## src/sv/smc_pkg.sv

```systemverilog
// ----------------------------------------------------------------------------
// smc_pkg
// Shared types, constants and helpers of the servo motion sequencer.
// ----------------------------------------------------------------------------
package smc_pkg;

    localparam int FifoDepthDef = 16;
    localparam int AngleMax     = 180;
    localparam int PwmOffset    = 45;
    // 16383 / 1800 scaled by 2^19 and rounded up; floor(x * PwmRecip >> PwmShift)
    // equals floor(16383 * x / 1800) for every x up to 225.
    localparam int PwmRecip     = 4771895;
    localparam int PwmShift     = 19;
    localparam int DivW         = 22;
    localparam int DsrW         = 13;

    localparam logic [2:0] CFG_LOWEST  = 3'd0;
    localparam logic [2:0] CFG_HIGHEST = 3'd1;
    localparam logic [2:0] CFG_HOME    = 3'd2;
    localparam logic [2:0] CFG_MOVE    = 3'd3;
    localparam logic [2:0] CFG_MINSTEP = 3'd4;
    localparam logic [2:0] CFG_PAUSE   = 3'd5;

    localparam logic [2:0] FN_TICK  = 3'd0;
    localparam logic [2:0] FN_SET   = 3'd1;
    localparam logic [2:0] FN_CW    = 3'd2;
    localparam logic [2:0] FN_CCW   = 3'd3;
    localparam logic [2:0] FN_SWEEP = 3'd4;
    localparam logic [2:0] FN_STOP  = 3'd5;
    localparam logic [2:0] FN_RESET = 3'd6;

    typedef struct packed {
        logic [2:0]  func;
        logic [7:0]  arg_a;
        logic [7:0]  arg_b;
        logic [12:0] arg_speed;
    } in_item_t;

    typedef struct packed {
        logic [7:0]  angle_now;
        logic [13:0] pwm_compare;
        logic        pwm_update;
        logic        moving_flag;
        logic        sweeping_flag;
        logic        move_done;
        logic        cmd_accepted;
        logic        cmd_dropped;
    } out_item_t;

    typedef struct packed {
        logic [7:0]  lowest;
        logic [7:0]  highest;
        logic [7:0]  home;
        logic [12:0] move_time;
        logic [7:0]  min_step;
        logic [9:0]  pause;
    } cfg_t;

    typedef enum logic [1:0] {K_TICK, K_STOP, K_CMD, K_BAD} kind_t;

    typedef struct packed {
        kind_t    kind;
        in_item_t cmd;
    } entry_t;

    // Limits an angle to the configured window; the lower limit wins.
    function automatic logic [7:0] clamp_angle(logic signed [9:0] a, cfg_t c);
        logic [7:0] r;
        if (a < $signed({2'b00, c.lowest}))
        begin
            r = c.lowest;
        end
        else if (a > $signed({2'b00, c.highest}))
        begin
            r = c.highest;
        end
        else
        begin
            r = a[7:0];
        end
        return r;
    endfunction

endpackage

```

## src/sv/smc_ram.sv

```systemverilog
// ----------------------------------------------------------------------------
// smc_ram
// Generic single-write, single-read RAM with registered read data.
// ----------------------------------------------------------------------------
module smc_ram #(
    parameter int WIDTH = 32,
    parameter int DEPTH = 16,
    parameter int AW    = 4
) (
    input  logic             clk,
    input  logic             we,
    input  logic [AW-1:0]    waddr,
    input  logic [WIDTH-1:0] wdata,
    input  logic [AW-1:0]    raddr,
    output logic [WIDTH-1:0] rdata
);
    logic [WIDTH-1:0] mem [DEPTH];

    always_ff @(posedge clk)
    begin
        if (we)
        begin
            mem[waddr] <= wdata;
        end
        rdata <= mem[raddr];
    end
endmodule

```

## src/sv/smc_div.sv

```systemverilog
// ----------------------------------------------------------------------------
// smc_div
// Restoring divider, one quotient bit per cycle.
// ----------------------------------------------------------------------------
module smc_div
    import smc_pkg::*;
(
    input  logic            clk,
    input  logic            rst_n,
    input  logic            start,
    input  logic [DivW-1:0] dividend,
    input  logic [DsrW-1:0] divisor,
    output logic            done,
    output logic [DivW-1:0] quotient
);
    localparam int CntW = $clog2(DivW + 1);

    logic [CntW-1:0] cnt_reg;
    logic [DsrW-1:0] rem_reg;
    logic [DsrW-1:0] dsr_reg;
    logic [DivW-1:0] quo_reg;
    logic            done_reg;
    logic [DsrW:0]   rem_sh;
    logic [DsrW:0]   rem_sub;

    assign rem_sh  = {rem_reg, quo_reg[DivW-1]};
    assign rem_sub = rem_sh - {1'b0, dsr_reg};

    always_ff @(posedge clk or negedge rst_n)
    begin
        if (!rst_n)
        begin
            cnt_reg  <= '0;
            done_reg <= 1'b0;
        end
        else
        begin
            done_reg <= 1'b0;
            if (start)
            begin
                cnt_reg <= CntW'(DivW);
                rem_reg <= '0;
                dsr_reg <= divisor;
                quo_reg <= dividend;
            end
            else if (cnt_reg != '0)
            begin
                cnt_reg <= cnt_reg - 1'b1;
                if (rem_sh >= {1'b0, dsr_reg})
                begin
                    rem_reg <= rem_sub[DsrW-1:0];
                    quo_reg <= {quo_reg[DivW-2:0], 1'b1};
                end
                else
                begin
                    rem_reg <= rem_sh[DsrW-1:0];
                    quo_reg <= {quo_reg[DivW-2:0], 1'b0};
                end
                if (cnt_reg == CntW'(1))
                begin
                    done_reg <= 1'b1;
                end
            end
        end
    end

    assign done     = done_reg;
    assign quotient = quo_reg;
endmodule

```

## src/sv/smc_front.sv

```systemverilog
// ----------------------------------------------------------------------------
// smc_front
// Accepts input beats, classifies them and holds them in a two-entry queue.
// ----------------------------------------------------------------------------
module smc_front (
    input  logic              clk,
    input  logic              rst_n,
    input  logic              in_valid,
    output logic              in_ready,
    input  smc_pkg::in_item_t in_data,
    input  smc_pkg::cfg_t     cfg,
    output logic              q_valid,
    output smc_pkg::entry_t   q_entry,
    input  logic              q_pop
);
    import smc_pkg::*;

    entry_t     slot_reg [2];
    logic       wp_reg;
    logic       rp_reg;
    logic [1:0] cnt_reg;
    entry_t     cls;
    logic       push;

    always_comb
    begin
        cls.cmd  = in_data;
        cls.kind = K_CMD;
        unique case (in_data.func)
            FN_TICK: cls.kind = K_TICK;
            FN_STOP: cls.kind = K_STOP;
            FN_CW, FN_CCW:
            begin
                if (in_data.arg_a == '0)
                begin
                    cls.kind = K_BAD;
                end
            end
            FN_SWEEP:
            begin
                if (in_data.arg_a < cfg.lowest || in_data.arg_a > cfg.highest ||
                    in_data.arg_b < cfg.lowest || in_data.arg_b > cfg.highest ||
                    in_data.arg_a >= in_data.arg_b)
                begin
                    cls.kind = K_BAD;
                end
            end
            FN_SET, FN_RESET: cls.kind = K_CMD;
            default: cls.kind = K_BAD;
        endcase
    end

    assign in_ready = (cnt_reg != 2'd2);
    assign push     = in_valid && in_ready;
    assign q_valid  = (cnt_reg != 2'd0);
    assign q_entry  = slot_reg[rp_reg];

    always_ff @(posedge clk or negedge rst_n)
    begin
        if (!rst_n)
        begin
            wp_reg  <= 1'b0;
            rp_reg  <= 1'b0;
            cnt_reg <= 2'd0;
        end
        else
        begin
            if (push)
            begin
                slot_reg[wp_reg] <= cls;
                wp_reg           <= ~wp_reg;
            end
            if (q_pop)
            begin
                rp_reg <= ~rp_reg;
            end
            cnt_reg <= cnt_reg + {1'b0, push} - {1'b0, q_pop};
        end
    end
endmodule

```

## src/sv/smc_back.sv

```systemverilog
// ----------------------------------------------------------------------------
// smc_back
// Executes classified items: command queue, motion sequencing, result beats.
// ----------------------------------------------------------------------------
module smc_back #(
    parameter int FIFO_DEPTH = smc_pkg::FifoDepthDef
) (
    input  logic               clk,
    input  logic               rst_n,
    input  smc_pkg::cfg_t      cfg,
    input  logic               q_valid,
    input  smc_pkg::entry_t    q_entry,
    output logic               q_pop,
    output logic               out_valid,
    input  logic               out_ready,
    output smc_pkg::out_item_t out_data
);
    import smc_pkg::*;

    localparam int AW    = (FIFO_DEPTH > 1) ? $clog2(FIFO_DEPTH) : 1;
    localparam int CW    = $clog2(FIFO_DEPTH + 1);
    localparam int ProdW = PwmShift + 14;

    typedef enum logic [2:0] {
        S_IDLE, S_POP, S_PLAN, S_DIV, S_PWM, S_OUT
    } state_t;
    typedef enum logic [1:0] {PH_IDLE, PH_MOVE, PH_SWEEP, PH_PAUSE} phase_t;

    state_t          state_reg;
    phase_t          phase_reg;
    logic [7:0]      cur_reg;
    logic [7:0]      goal_reg;
    logic [12:0]     wc_reg;
    logic [12:0]     si_reg;
    logic [15:0]     bounds_reg;
    logic [12:0]     leg_reg;
    logic            tmax_reg;
    logic [12:0]     budget_reg;
    logic            legmode_reg;
    logic [AW-1:0]   head_reg;
    logic [AW-1:0]   tail_reg;
    logic [CW-1:0]   cnt_reg;
    logic            upd_reg;
    logic            done_reg;
    logic            acc_reg;
    logic            drop_reg;
    logic [13:0]     pwm_reg;
    logic            out_valid_reg;
    out_item_t       out_reg;
    logic            div_start_reg;
    logic [DivW-1:0] div_a_reg;
    logic [DsrW-1:0] div_b_reg;

    logic            div_done;
    logic [DivW-1:0] div_q;
    in_item_t        rdata;
    logic            ram_we;
    logic [12:0]     wc_dec;
    logic [7:0]      steps;
    logic [7:0]      leg_goal;
    logic [7:0]      pop_goal;
    logic [7:0]      step_ang;
    logic [7:0]      ms;
    logic [12:0]     si_new;
    logic [8:0]      pwm_base;
    logic [ProdW-1:0] pwm_prod;
    logic signed [9:0] tgt;

    assign q_pop  = (state_reg == S_IDLE) && q_valid;
    assign ram_we = q_pop && (q_entry.kind == K_CMD) && (cnt_reg < CW'(FIFO_DEPTH));

    smc_ram #(.WIDTH($bits(in_item_t)), .DEPTH(FIFO_DEPTH), .AW(AW)) u_ram (
        .clk   (clk),
        .we    (ram_we),
        .waddr (tail_reg),
        .wdata (q_entry.cmd),
        .raddr (head_reg),
        .rdata (rdata)
    );

    smc_div u_div (
        .clk      (clk),
        .rst_n    (rst_n),
        .start    (div_start_reg),
        .dividend (div_a_reg),
        .divisor  (div_b_reg),
        .done     (div_done),
        .quotient (div_q)
    );

    always_comb
    begin
        wc_dec   = (wc_reg != '0) ? wc_reg - 13'd1 : 13'd0;
        steps    = (cur_reg > goal_reg) ? cur_reg - goal_reg : goal_reg - cur_reg;
        step_ang = (cur_reg < goal_reg) ? cur_reg + 8'd1 : cur_reg - 8'd1;
        leg_goal = clamp_angle($signed({2'b00, tmax_reg ? bounds_reg[15:8]
                                                        : bounds_reg[7:0]}), cfg);
        unique case (rdata.func)
            FN_CW:    tgt = $signed({2'b00, cur_reg}) + $signed({2'b00, rdata.arg_a});
            FN_CCW:   tgt = $signed({2'b00, cur_reg}) - $signed({2'b00, rdata.arg_a});
            FN_RESET: tgt = $signed({2'b00, cfg.home});
            default:  tgt = $signed({2'b00, rdata.arg_a});
        endcase
        pop_goal = clamp_angle(tgt, cfg);
        ms       = (cfg.min_step == '0) ? 8'd1 : cfg.min_step;
        si_new   = (div_q[12:0] < {5'd0, ms}) ? {5'd0, ms} : div_q[12:0];
        pwm_base = 9'(PwmOffset) + {1'b0, cur_reg};
        // 16383 * x / 1800 by multiplying with a scaled reciprocal.
        pwm_prod = ProdW'(pwm_base) * ProdW'(PwmRecip);
    end

    always_ff @(posedge clk or negedge rst_n)
    begin
        if (!rst_n)
        begin
            state_reg     <= S_IDLE;
            phase_reg     <= PH_IDLE;
            cur_reg       <= 8'd90;
            goal_reg      <= 8'd90;
            wc_reg        <= '0;
            si_reg        <= '0;
            bounds_reg    <= '0;
            leg_reg       <= '0;
            tmax_reg      <= 1'b1;
            budget_reg    <= '0;
            legmode_reg   <= 1'b0;
            head_reg      <= '0;
            tail_reg      <= '0;
            cnt_reg       <= '0;
            upd_reg       <= 1'b0;
            done_reg      <= 1'b0;
            acc_reg       <= 1'b0;
            drop_reg      <= 1'b0;
            out_valid_reg <= 1'b0;
            div_start_reg <= 1'b0;
        end
        else
        begin
            div_start_reg <= 1'b0;
            if (out_valid_reg && out_ready)
            begin
                out_valid_reg <= 1'b0;
            end
            unique case (state_reg)
                S_IDLE:
                begin
                    if (q_valid)
                    begin
                        upd_reg   <= 1'b0;
                        done_reg  <= 1'b0;
                        acc_reg   <= 1'b0;
                        drop_reg  <= 1'b0;
                        state_reg <= S_PWM;
                        unique case (q_entry.kind)
                            K_BAD: drop_reg <= 1'b1;
                            K_CMD:
                            begin
                                if (ram_we)
                                begin
                                    acc_reg  <= 1'b1;
                                    cnt_reg  <= cnt_reg + 1'b1;
                                    tail_reg <= (tail_reg == AW'(FIFO_DEPTH - 1))
                                                ? '0 : tail_reg + 1'b1;
                                end
                                else
                                begin
                                    drop_reg <= 1'b1;
                                end
                            end
                            K_STOP:
                            begin
                                acc_reg   <= 1'b1;
                                cnt_reg   <= '0;
                                head_reg  <= tail_reg;
                                done_reg  <= (phase_reg != PH_IDLE);
                                phase_reg <= PH_IDLE;
                                wc_reg    <= '0;
                            end
                            K_TICK:
                            begin
                                if (phase_reg == PH_IDLE)
                                begin
                                    if (cnt_reg != '0)
                                    begin
                                        cnt_reg   <= cnt_reg - 1'b1;
                                        head_reg  <= (head_reg == AW'(FIFO_DEPTH - 1))
                                                     ? '0 : head_reg + 1'b1;
                                        state_reg <= S_POP;
                                    end
                                end
                                else if (wc_dec != '0)
                                begin
                                    wc_reg <= wc_dec;
                                end
                                else if (phase_reg == PH_PAUSE)
                                begin
                                    wc_reg      <= wc_dec;
                                    goal_reg    <= leg_goal;
                                    budget_reg  <= leg_reg;
                                    legmode_reg <= 1'b1;
                                    state_reg   <= S_PLAN;
                                end
                                else if (cur_reg != goal_reg)
                                begin
                                    cur_reg <= step_ang;
                                    wc_reg  <= si_reg;
                                    upd_reg <= 1'b1;
                                end
                                else
                                begin
                                    upd_reg <= 1'b1;
                                    if (phase_reg == PH_MOVE)
                                    begin
                                        wc_reg    <= wc_dec;
                                        phase_reg <= PH_IDLE;
                                        done_reg  <= 1'b1;
                                    end
                                    else
                                    begin
                                        tmax_reg  <= ~tmax_reg;
                                        phase_reg <= PH_PAUSE;
                                        wc_reg    <= {3'd0, cfg.pause};
                                    end
                                end
                            end
                            default: drop_reg <= 1'b1;
                        endcase
                    end
                end
                S_POP:
                begin
                    state_reg <= S_PLAN;
                    if (rdata.func == FN_SWEEP)
                    begin
                        bounds_reg  <= {rdata.arg_b, rdata.arg_a};
                        leg_reg     <= rdata.arg_speed;
                        tmax_reg    <= 1'b1;
                        goal_reg    <= clamp_angle($signed({2'b00, rdata.arg_b}), cfg);
                        budget_reg  <= rdata.arg_speed;
                        legmode_reg <= 1'b1;
                    end
                    else
                    begin
                        goal_reg    <= pop_goal;
                        budget_reg  <= cfg.move_time;
                        legmode_reg <= 1'b0;
                    end
                end
                S_PLAN:
                begin
                    if (steps == '0)
                    begin
                        state_reg <= S_PWM;
                        if (legmode_reg)
                        begin
                            tmax_reg  <= ~tmax_reg;
                            phase_reg <= PH_PAUSE;
                            wc_reg    <= {3'd0, cfg.pause};
                        end
                        else
                        begin
                            done_reg <= 1'b1;
                        end
                    end
                    else
                    begin
                        div_a_reg     <= {9'd0, budget_reg};
                        div_b_reg     <= {5'd0, steps};
                        div_start_reg <= 1'b1;
                        state_reg     <= S_DIV;
                    end
                end
                S_DIV:
                begin
                    if (div_done)
                    begin
                        si_reg    <= si_new;
                        wc_reg    <= si_new;
                        cur_reg   <= step_ang;
                        upd_reg   <= 1'b1;
                        phase_reg <= legmode_reg ? PH_SWEEP : PH_MOVE;
                        state_reg <= S_PWM;
                    end
                end
                S_PWM:
                begin
                    pwm_reg   <= pwm_prod[PwmShift+13:PwmShift];
                    state_reg <= S_OUT;
                end
                S_OUT:
                begin
                    if (!out_valid_reg || out_ready)
                    begin
                        out_valid_reg         <= 1'b1;
                        out_reg.angle_now     <= cur_reg;
                        out_reg.pwm_compare   <= pwm_reg;
                        out_reg.pwm_update    <= upd_reg;
                        out_reg.moving_flag   <= (phase_reg != PH_IDLE);
                        out_reg.sweeping_flag <= (phase_reg == PH_SWEEP) ||
                                                 (phase_reg == PH_PAUSE);
                        out_reg.move_done     <= done_reg;
                        out_reg.cmd_accepted  <= acc_reg;
                        out_reg.cmd_dropped   <= drop_reg;
                        state_reg             <= S_IDLE;
                    end
                end
                default: state_reg <= S_IDLE;
            endcase
        end
    end

    assign out_valid = out_valid_reg;
    assign out_data  = out_reg;
endmodule

```

## src/sv/servo_motion_sequencer_top.sv

```systemverilog
// ----------------------------------------------------------------------------
// servo_motion_sequencer_top
// A command or idle tick goes through S_IDLE, S_PWM and S_OUT before its result
// beat is registered; a tick that starts a move or sweep leg also passes S_POP
// (for a queued command), S_PLAN and S_DIV, where the 22-step step-interval
// divider runs. A new item is taken only after the last result beat is registered.
// Reset (rst_n, asynchronous, low) clears the queues and motion state, parks the
// servo at the home angle and loads the register defaults.
// ----------------------------------------------------------------------------
module servo_motion_sequencer_top #(
    parameter int FIFO_DEPTH = smc_pkg::FifoDepthDef
) (
    input  logic               clk,
    input  logic               rst_n,
    input  logic               in_valid,
    output logic               in_ready,
    input  smc_pkg::in_item_t  in_data,
    output logic               out_valid,
    input  logic               out_ready,
    output smc_pkg::out_item_t out_data,
    input  logic               cfg_valid,
    output logic               cfg_ready,
    input  logic [2:0]         cfg_index,
    input  logic [12:0]        cfg_data
);
    import smc_pkg::*;

    // The configuration registers live here and feed both halves of the block.
    cfg_t       cfg_reg;
    logic [7:0] ang_sat;
    logic       q_valid;
    entry_t     q_entry;
    logic       q_pop;

    // Angle registers saturate at the mechanical end stop when written.
    assign ang_sat   = (cfg_data[7:0] > 8'(AngleMax)) ? 8'(AngleMax) : cfg_data[7:0];
    assign cfg_ready = 1'b1;

    always_ff @(posedge clk or negedge rst_n)
    begin
        if (!rst_n)
        begin
            cfg_reg.lowest    <= 8'd0;
            cfg_reg.highest   <= 8'd180;
            cfg_reg.home      <= 8'd90;
            cfg_reg.move_time <= 13'd500;
            cfg_reg.min_step  <= 8'd10;
            cfg_reg.pause     <= 10'd100;
        end
        else if (cfg_valid)
        begin
            unique case (cfg_index)
                CFG_LOWEST:  cfg_reg.lowest    <= ang_sat;
                CFG_HIGHEST: cfg_reg.highest   <= ang_sat;
                CFG_HOME:    cfg_reg.home      <= ang_sat;
                CFG_MOVE:    cfg_reg.move_time <= cfg_data;
                CFG_MINSTEP: cfg_reg.min_step  <= cfg_data[7:0];
                CFG_PAUSE:   cfg_reg.pause     <= cfg_data[9:0];
                default:     ;
            endcase
        end
    end

    // The front half validates each beat and parks it in a two-entry queue, so
    // up to two input beats are accepted while the back half is busy stepping.
    smc_front u_front (
        .clk      (clk),
        .rst_n    (rst_n),
        .in_valid (in_valid),
        .in_ready (in_ready),
        .in_data  (in_data),
        .cfg      (cfg_reg),
        .q_valid  (q_valid),
        .q_entry  (q_entry),
        .q_pop    (q_pop)
    );

    // The back half owns the command FIFO, the motion sequencer and the
    // output register.
    smc_back #(.FIFO_DEPTH(FIFO_DEPTH)) u_back (
        .clk       (clk),
        .rst_n     (rst_n),
        .cfg       (cfg_reg),
        .q_valid   (q_valid),
        .q_entry   (q_entry),
        .q_pop     (q_pop),
        .out_valid (out_valid),
        .out_ready (out_ready),
        .out_data  (out_data)
    );

    // A result never reports a command as both accepted and dropped.
    assert property (@(posedge clk) disable iff (!rst_n)
        out_valid |-> !(out_data.cmd_accepted && out_data.cmd_dropped))
        else $error("result beat both accepted and dropped");

    // Sweeping is a kind of motion.
    assert property (@(posedge clk) disable iff (!rst_n)
        (out_valid && out_data.sweeping_flag) |-> out_data.moving_flag)
        else $error("sweep flag without moving flag");

    // The commanded angle stays within the servo range.
    assert property (@(posedge clk) disable iff (!rst_n)
        out_valid |-> (out_data.angle_now <= 8'(AngleMax)))
        else $error("angle beyond range");
endmodule
```

## config.mk

```make
export PLATFORM = sky130hd
export DESIGN_NAME = servo_motion_sequencer_top
export DESIGN_NICKNAME = d
export VERILOG_FILES = /design/src/sv/smc_pkg.sv /design/src/sv/smc_ram.sv /design/src/sv/smc_div.sv /design/src/sv/smc_front.sv /design/src/sv/smc_back.sv /design/src/sv/servo_motion_sequencer_top.sv
export SDC_FILE = /design/constraint.sdc
export NUM_CORES = 1
export LEC_CHECK = 0
export BUFFER_PORTS_ARGS = -buffer_cell sky130_fd_sc_hd__clkbuf_2
export CAP_MARGIN = 20
export CORE_UTILIZATION = 55
export CTS_CLUSTER_SIZE = 16
export DETAILED_ROUTE_END_ITERATION = 6
export PLACE_DENSITY = 0.68
export REMOVE_ABC_BUFFERS = 1
export SLEW_MARGIN = 0
export SYNTH_ARGS = -nofsm -noshare
export SYNTH_HDL_FRONTEND = slang
export SYNTH_SLANG_ARGS = --single-unit
```

## constraint.sdc

```tcl
create_clock -name clk -period 13.3 [get_ports clk]
set_input_delay 0.665 -clock clk [delete_from_list [all_inputs] [get_ports clk]]
set_output_delay 0.665 -clock clk [all_outputs]
set_load 0.02 [all_outputs]
```

# == Word level (Yosys, flattened, before mapping) ==
# Memories as Yosys holds them, arrays and structs flattened. A register that Yosys moved wholly into a read port is not among the register bits.
# Index checks and enable logic that the tools add are counted.
# W data, S select, Z words.
# word_totals
output_inout_bits,31
n_memories,2
input_bits,53
elab_cells,340
regBits,279
ramBits,580
# mem_list
memory,depth,width,read_ports,rd_clocked_by_memory_dff,write_ports,line,text
u_back.u_ram.mem,16,32,1,1,1,smc_ram.sv:17,logic [WIDTH-1:0] mem [DEPTH];
u_front.slot_reg,2,34,1,0,1,smc_front.sv:18,entry_t slot_reg [2];
# classes
magnitude_cmp,17
addsub,16
multipliers,1
bitwise_logic,4
mux,138
n_reduce_logical,62
n_eq_ne,54
# ops
cell,count
$mux W13,20
$mux W8,24
$pmux W13 S2,2
$mux W1,46
$gt A8 B8 Y1,5
$lt A8 B8 Y1,5
$pmux W13 S3,1
$mul A9 B23 Y32 const B,1
$pmux W8 S2,2
$pmux W10 S3,1
$eq A3 B3 Y1 const B,9
$mux W3,9
$reduce_bool A13 Y1,2
$mux W5,5
$eq A3 B2 Y1 const B,8
$logic_not A8 Y1,3
$reduce_and A2 Y1,12
$mux W22,1
$ne A2 B2 Y1 const B,11
$mux W2,10
$pmux W3 S6,1
$mux W4,4
$ne A2 B1 Y1 const B,8
$sub A8 B8 Y8,2
other kinds (51),100

# == Logic depth before layout (Yosys ltp) ==
# logic_depth
ltp_word,10
ltp_mapped,21
depth_no_buf,20

# == By module ==
# From an unflattened synthesis, not the netlist that was laid out.
# hier_totals
cells_unflattened,3037
hier_area_um2,43050.0
# modules_own_cells
mod,seq_area_each_um2,area_per_inst_um2,instances,cells_per_inst
smc_ram,16015.4,19835.3,1,838
smc_back,4595.7,14355.0,1,1523
smc_front,2142.1,3598.5,1,247
smc_div,1591.5,3042.9,1,254
servo_motion_sequencer_top,1400.1,2218.4,1,175

# == Worst setup path before layout ==
# No wires, ideal clock.
# synth_path
kind,register to register
start,register u_back.cur_reg[0]
end,"register u_back.pwm_reg[5], data pin"
slack_ns,7.312
period_less_slack_ns,5.988
required_ns,13.042
t_arrival_ns,5.730
setup_time_ns,0.258
n_path_buf,1
stages_incl_launch_ff,22
path_cell_list,dfrtp_1 -> clkbuf_1 -> a21oi_1 -> a21o_1 -> a21oi_1 -> xor2_1 -> inv_1 -> fa_1 -> inv_1 -> fa_1 -> inv_1 -> fa_1 -> fa_1 -> ha_1 -> a21o_1 -> a211o_1 -> a41o_1 -> a221oi_1 -> o21bai_1 -> a21o_1 -> a21oi_1 -> xnor2_1
# synth_between
elab_chain_cells,2
# synth_lines
element,line,text
from (decl),smc_back.sv:31,logic [7:0] cur_reg;
from (signal assigned),smc_back.sv:205,cur_reg <= step_ang;
from (signal assigned),smc_back.sv:279,cur_reg <= step_ang;
$add A6 B8 Y9,smc_back.sv:107,"pwm_base = 9'(PwmOffset) + {1'b0, cur_reg};"
$mul A9 B23 Y32,smc_back.sv:109,pwm_prod = ProdW'(pwm_base) * ProdW'(PwmRecip);
net u_back.pwm_prod[24],smc_back.sv:66,logic [ProdW-1:0] pwm_prod;
to (signal assigned),smc_back.sv:287,pwm_reg <= pwm_prod[PwmShift+13:PwmShift];
to (decl),smc_back.sv:47,logic [13:0] pwm_reg;
# The timed path passes the listed nets, and every way through them passes these cells.
# A chain may end at the register's enable or synchronous reset.

# == Final worst setup path ==
# layout_path
start,register u_back.cur_reg[1]
end,"register u_back.pwm_reg[5], data pin"
# Same word-level chain as after synthesis.

==> impl_metrics.csv <==
group,metric,value,unit
outcome,status,"finished, final reports clean",
cells_and_area,final_common_cell,"edfxtp_1",
timing,slew_headroom,0.2434,
synth,synth_mux_area_frac,0.1059,
floorplanning,rows,101,
timing,setup-tns-final,0,ns
global_route,grt_pass1_vias,26861,
timing,worst_pin_slew,1.123,ns
cells_and_area,largest_reg_flops,512,
timing,rsz0062_at_grt,"no",
power_and_ir_drop,swShare,0.3812,
floorplanning,start_util,0.5586,
power_and_ir_drop,total_power,11.73,mW
synth,syn_area_per_cell,13.50,um^2
clocking,cts_buffers,92,
critical_path,crit_path_start_kind,"flip-flop",
clocking,cts-root-buf,"clkbuf_16",
clocking,cts_tree,"built",
synth,syn_area,42570,um^2
route,drc,0,
power_and_ir_drop,p_leak,18.35,nW
synth,synth_simple_gate_area_share,0.06687,
power_and_ir_drop,p_sw,4.471,mW
power_and_ir_drop,p_int,7.257,mW
clocking,htree_levels,3,
global_route,grt_max_degree,84,
critical_path,arrival,6.94,ns
placed_design,hpwl,68.18,mm
clocking,clk_latency,0.66,ns
cells_and_area,layout_common_cells,"684 x edfxtp_1, 240 x o21ai_0, 233 x ha_1",
synth,postSynthCellCount,3153,
synth,synth_edf_count,684,
timing,min_period,6.577,ns
cells_and_area,fin_nets,3570,
route,routedWlPerCell,24.29,um
timing,period_share,0.4945,
synth,synth_adder_area_share,0.08682,
cells_and_area,fin_area,47270,um^2
placed_design,port_buffers,81,
cells_and_area,drive_gt1_frac,0.1665,
job,drv_cap,0,
power_and_ir_drop,power.density,248.1,nW/um^2
route,wirelength,105.7,mm
synth,async_reset_ff_frac,0.1964,
critical_path,required,13.66,ns
clocking,cts-resized-gates,0,
power_and_ir_drop,irDropWorstVdd,0.1729,mV
floorplanning,die_w,280.2,um
placed_design,place_area,44200,um^2
floorplanning,die_h,280.2,um
clocking,clkTransAtPathRegs,0.06,ns
global_route,grt_use_total,0.2732,
timing,final-setup-viol-count,0,
clocking,cts_sinks,891,
route,drt_iter0_markers,2370,
clocking,hold_buffers,0,
critical_path,worst-path-max-fanout,15,
min_path,min-delay-path-class,"in -> async",
route,viasPerCell,6.110,
synth,synth_ff_type,"edfxtp_1",
placed_design,gp_congestion,0.9104,
global_route,grt_antenna_before_repair,2,
cells_and_area,num_antenna_cells,0,
synth,ys_top_cells_by_area,"edfxtp_1 48%, dfrtp_1 8.6%, ha_1 6.8%",
synth,synth_compound_area_frac,0.09776,
route,final_antenna_net_count,0,
floorplanning,dieArea,78510,um^2
clocking,post-cts-setup-buffers,0,
route,drt-pass1-iter-count,6,
synth,ys_seq_area_frac,0.6012,
power_and_ir_drop,power.combinational.fraction,0.436,
synth,synth_top_area_frac,0.4825,
timing,hold_viol_final,0,
clocking,clock_path_buffers,3,
global_route,grt_first_pass_wirelength,161.2,mm
timing,drv_slew,0,
cells_and_area,areaGrowthSynthToFinish,11.05,%
synth,synthXorXnorAreaFrac,0.01255,
critical_path,path_class,"reg -> reg",
route,vias,26592,
floorplanning,ios,84,
synth,synth_top_family_by_area,"multiplexers",
power_and_ir_drop,p_clk_frac,0.218,
synth,yosys.area.top_type,"edfxtp_1",
floorplanning,core_area,76200,um^2
critical_path,end_kind,"flip-flop",
synth,synth.distinct_cells,90,
timing,fmax,0.1520,GHz
synth,synth-seq-cells,891,
power_and_ir_drop,pwr-share-seq,0.346,
timing,fin_worst_skew,0.05370,ns
synth,yosys_warnings,0,
global_route,grt-ovfl-total,0,
==> final cells by class <==
class                           instances  area [um^2]
Clock inverter                         51        555.5
Inverter                              178        668.1
Multi-Input combinational cell       1948        15870
Tap cell                             1030         1289
Clock buffer                          120         2459
Fill cell                            5726        28930
Sequential cell                       891        25600
Timing Repair Buffer                  134        835.8
==> stage by stage <==
stage	worst slack, ns	hold slack, ns	std cells	util
floorplan	5.490	0.3694	3017	-
global placement	6.872	0.4028	4176	0.5800
detailed placement	6.726	0.4070	4176	0.5800
CTS	6.703	0.07174	4347	0.6196
global route	6.325	0.09877	4352	0.6204
finish	6.723	0.05314	4352	0.6204
==> worst max-delay path, stage by stage, from the launching register on <==
cell and delay, ns:
dfstp_2 0.71, a21oi_1 0.16, a21o_1 0.24, a21oi_1 0.18, xor2_1 0.51, inv_1 0.22
fa_1 0.53, inv_1 0.05, fa_1 0.50, inv_1 0.05, fa_1 0.48, fa_1 0.45
ha_1 0.31, a21o_1 0.16, a211o_1 0.28, a41o_1 0.27, a221oi_1 0.55, o21bai_1 0.18
a21o_1 0.23, a21oi_1 0.17, xnor2_1 0.09
==> path summary, 6_finish.rpt <==
path                              startpoint                      to  slack (ns)  depth (start not counted)
setup / recovery           u_back.cur_reg[1]       u_back.pwm_reg[5]        6.72                         20
hold / removal                         rst_n       u_back.si_reg[10]        0.05                          1
setup reg to reg           u_back.cur_reg[1]       u_back.pwm_reg[5]        6.72                         20
hold reg to reg               u_back.acc_reg      u_back.out_data[1]        0.41                          0
max in group asynchronous              rst_n    u_back.bounds_reg[7]       11.08                          3
min in group clk                  in_data[0]  u_front.slot_reg[0][0]        0.19                          1
==> per-layer routing <==
metal	vias to the layer above	part of all wire	track usage
li1	12047	-	-
met1	13385	0.42	0.3726
met2	967	0.49	0.4594
met3	191	0.062	0.03456
met4	2	0.026	0.08141
met5	-	0.00012	0
==> power groups by stage <==
stage | combinational [mW] | sequential [mW] | clock (mW)
detailed placement | 5.06 | 4.10 | 0
finish | 5.11 | 4.05 | 2.56
CTS | 5.11 | 4.05 | 2.59
global placement | 4.92 | 4.09 | 0
floorplan | 3.75 | 4.10 | 0
global route | 5.73 | 4.10 | 2.70
==> logic make-up after synthesis <==
group	Yosys count
flops	891
compound gates	665
simple gates	600
mux	348
buf+inv	314
fa+ha+maj	272
xor+xnor	61
other cells	2
==> cell usage after synthesis, types with 16 or more instances <==
| cell | count |
|---|---|
| a211oi_1 | 30 |
| a21o_1 | 34 |
| a21oi_1 | 149 |
| a221oi_1 | 38 |
| a22oi_1 | 42 |
| and3_1 | 19 |
| buf_1 | 18 |
| clkbuf_1 | 109 |
| dfrtp_1 | 147 |
| dfstp_2 | 28 |
| dfxtp_1 | 32 |
| edfxtp_1 | 684 |
| fa_1 | 39 |
| ha_1 | 233 |
| inv_1 | 177 |
| mux2_2 | 142 |
| mux2i_1 | 133 |
| mux4_2 | 64 |
| nand2_1 | 225 |
| nand2b_1 | 23 |
| nand3_1 | 36 |
| nor2_1 | 124 |
| nor2b_1 | 34 |
| nor3_1 | 52 |
| o21a_1 | 16 |
| o21ai_0 | 240 |
| xnor2_1 | 43 |
| xor2_1 | 18 |
No activity file was read; power rests on OpenSTA's default activity.
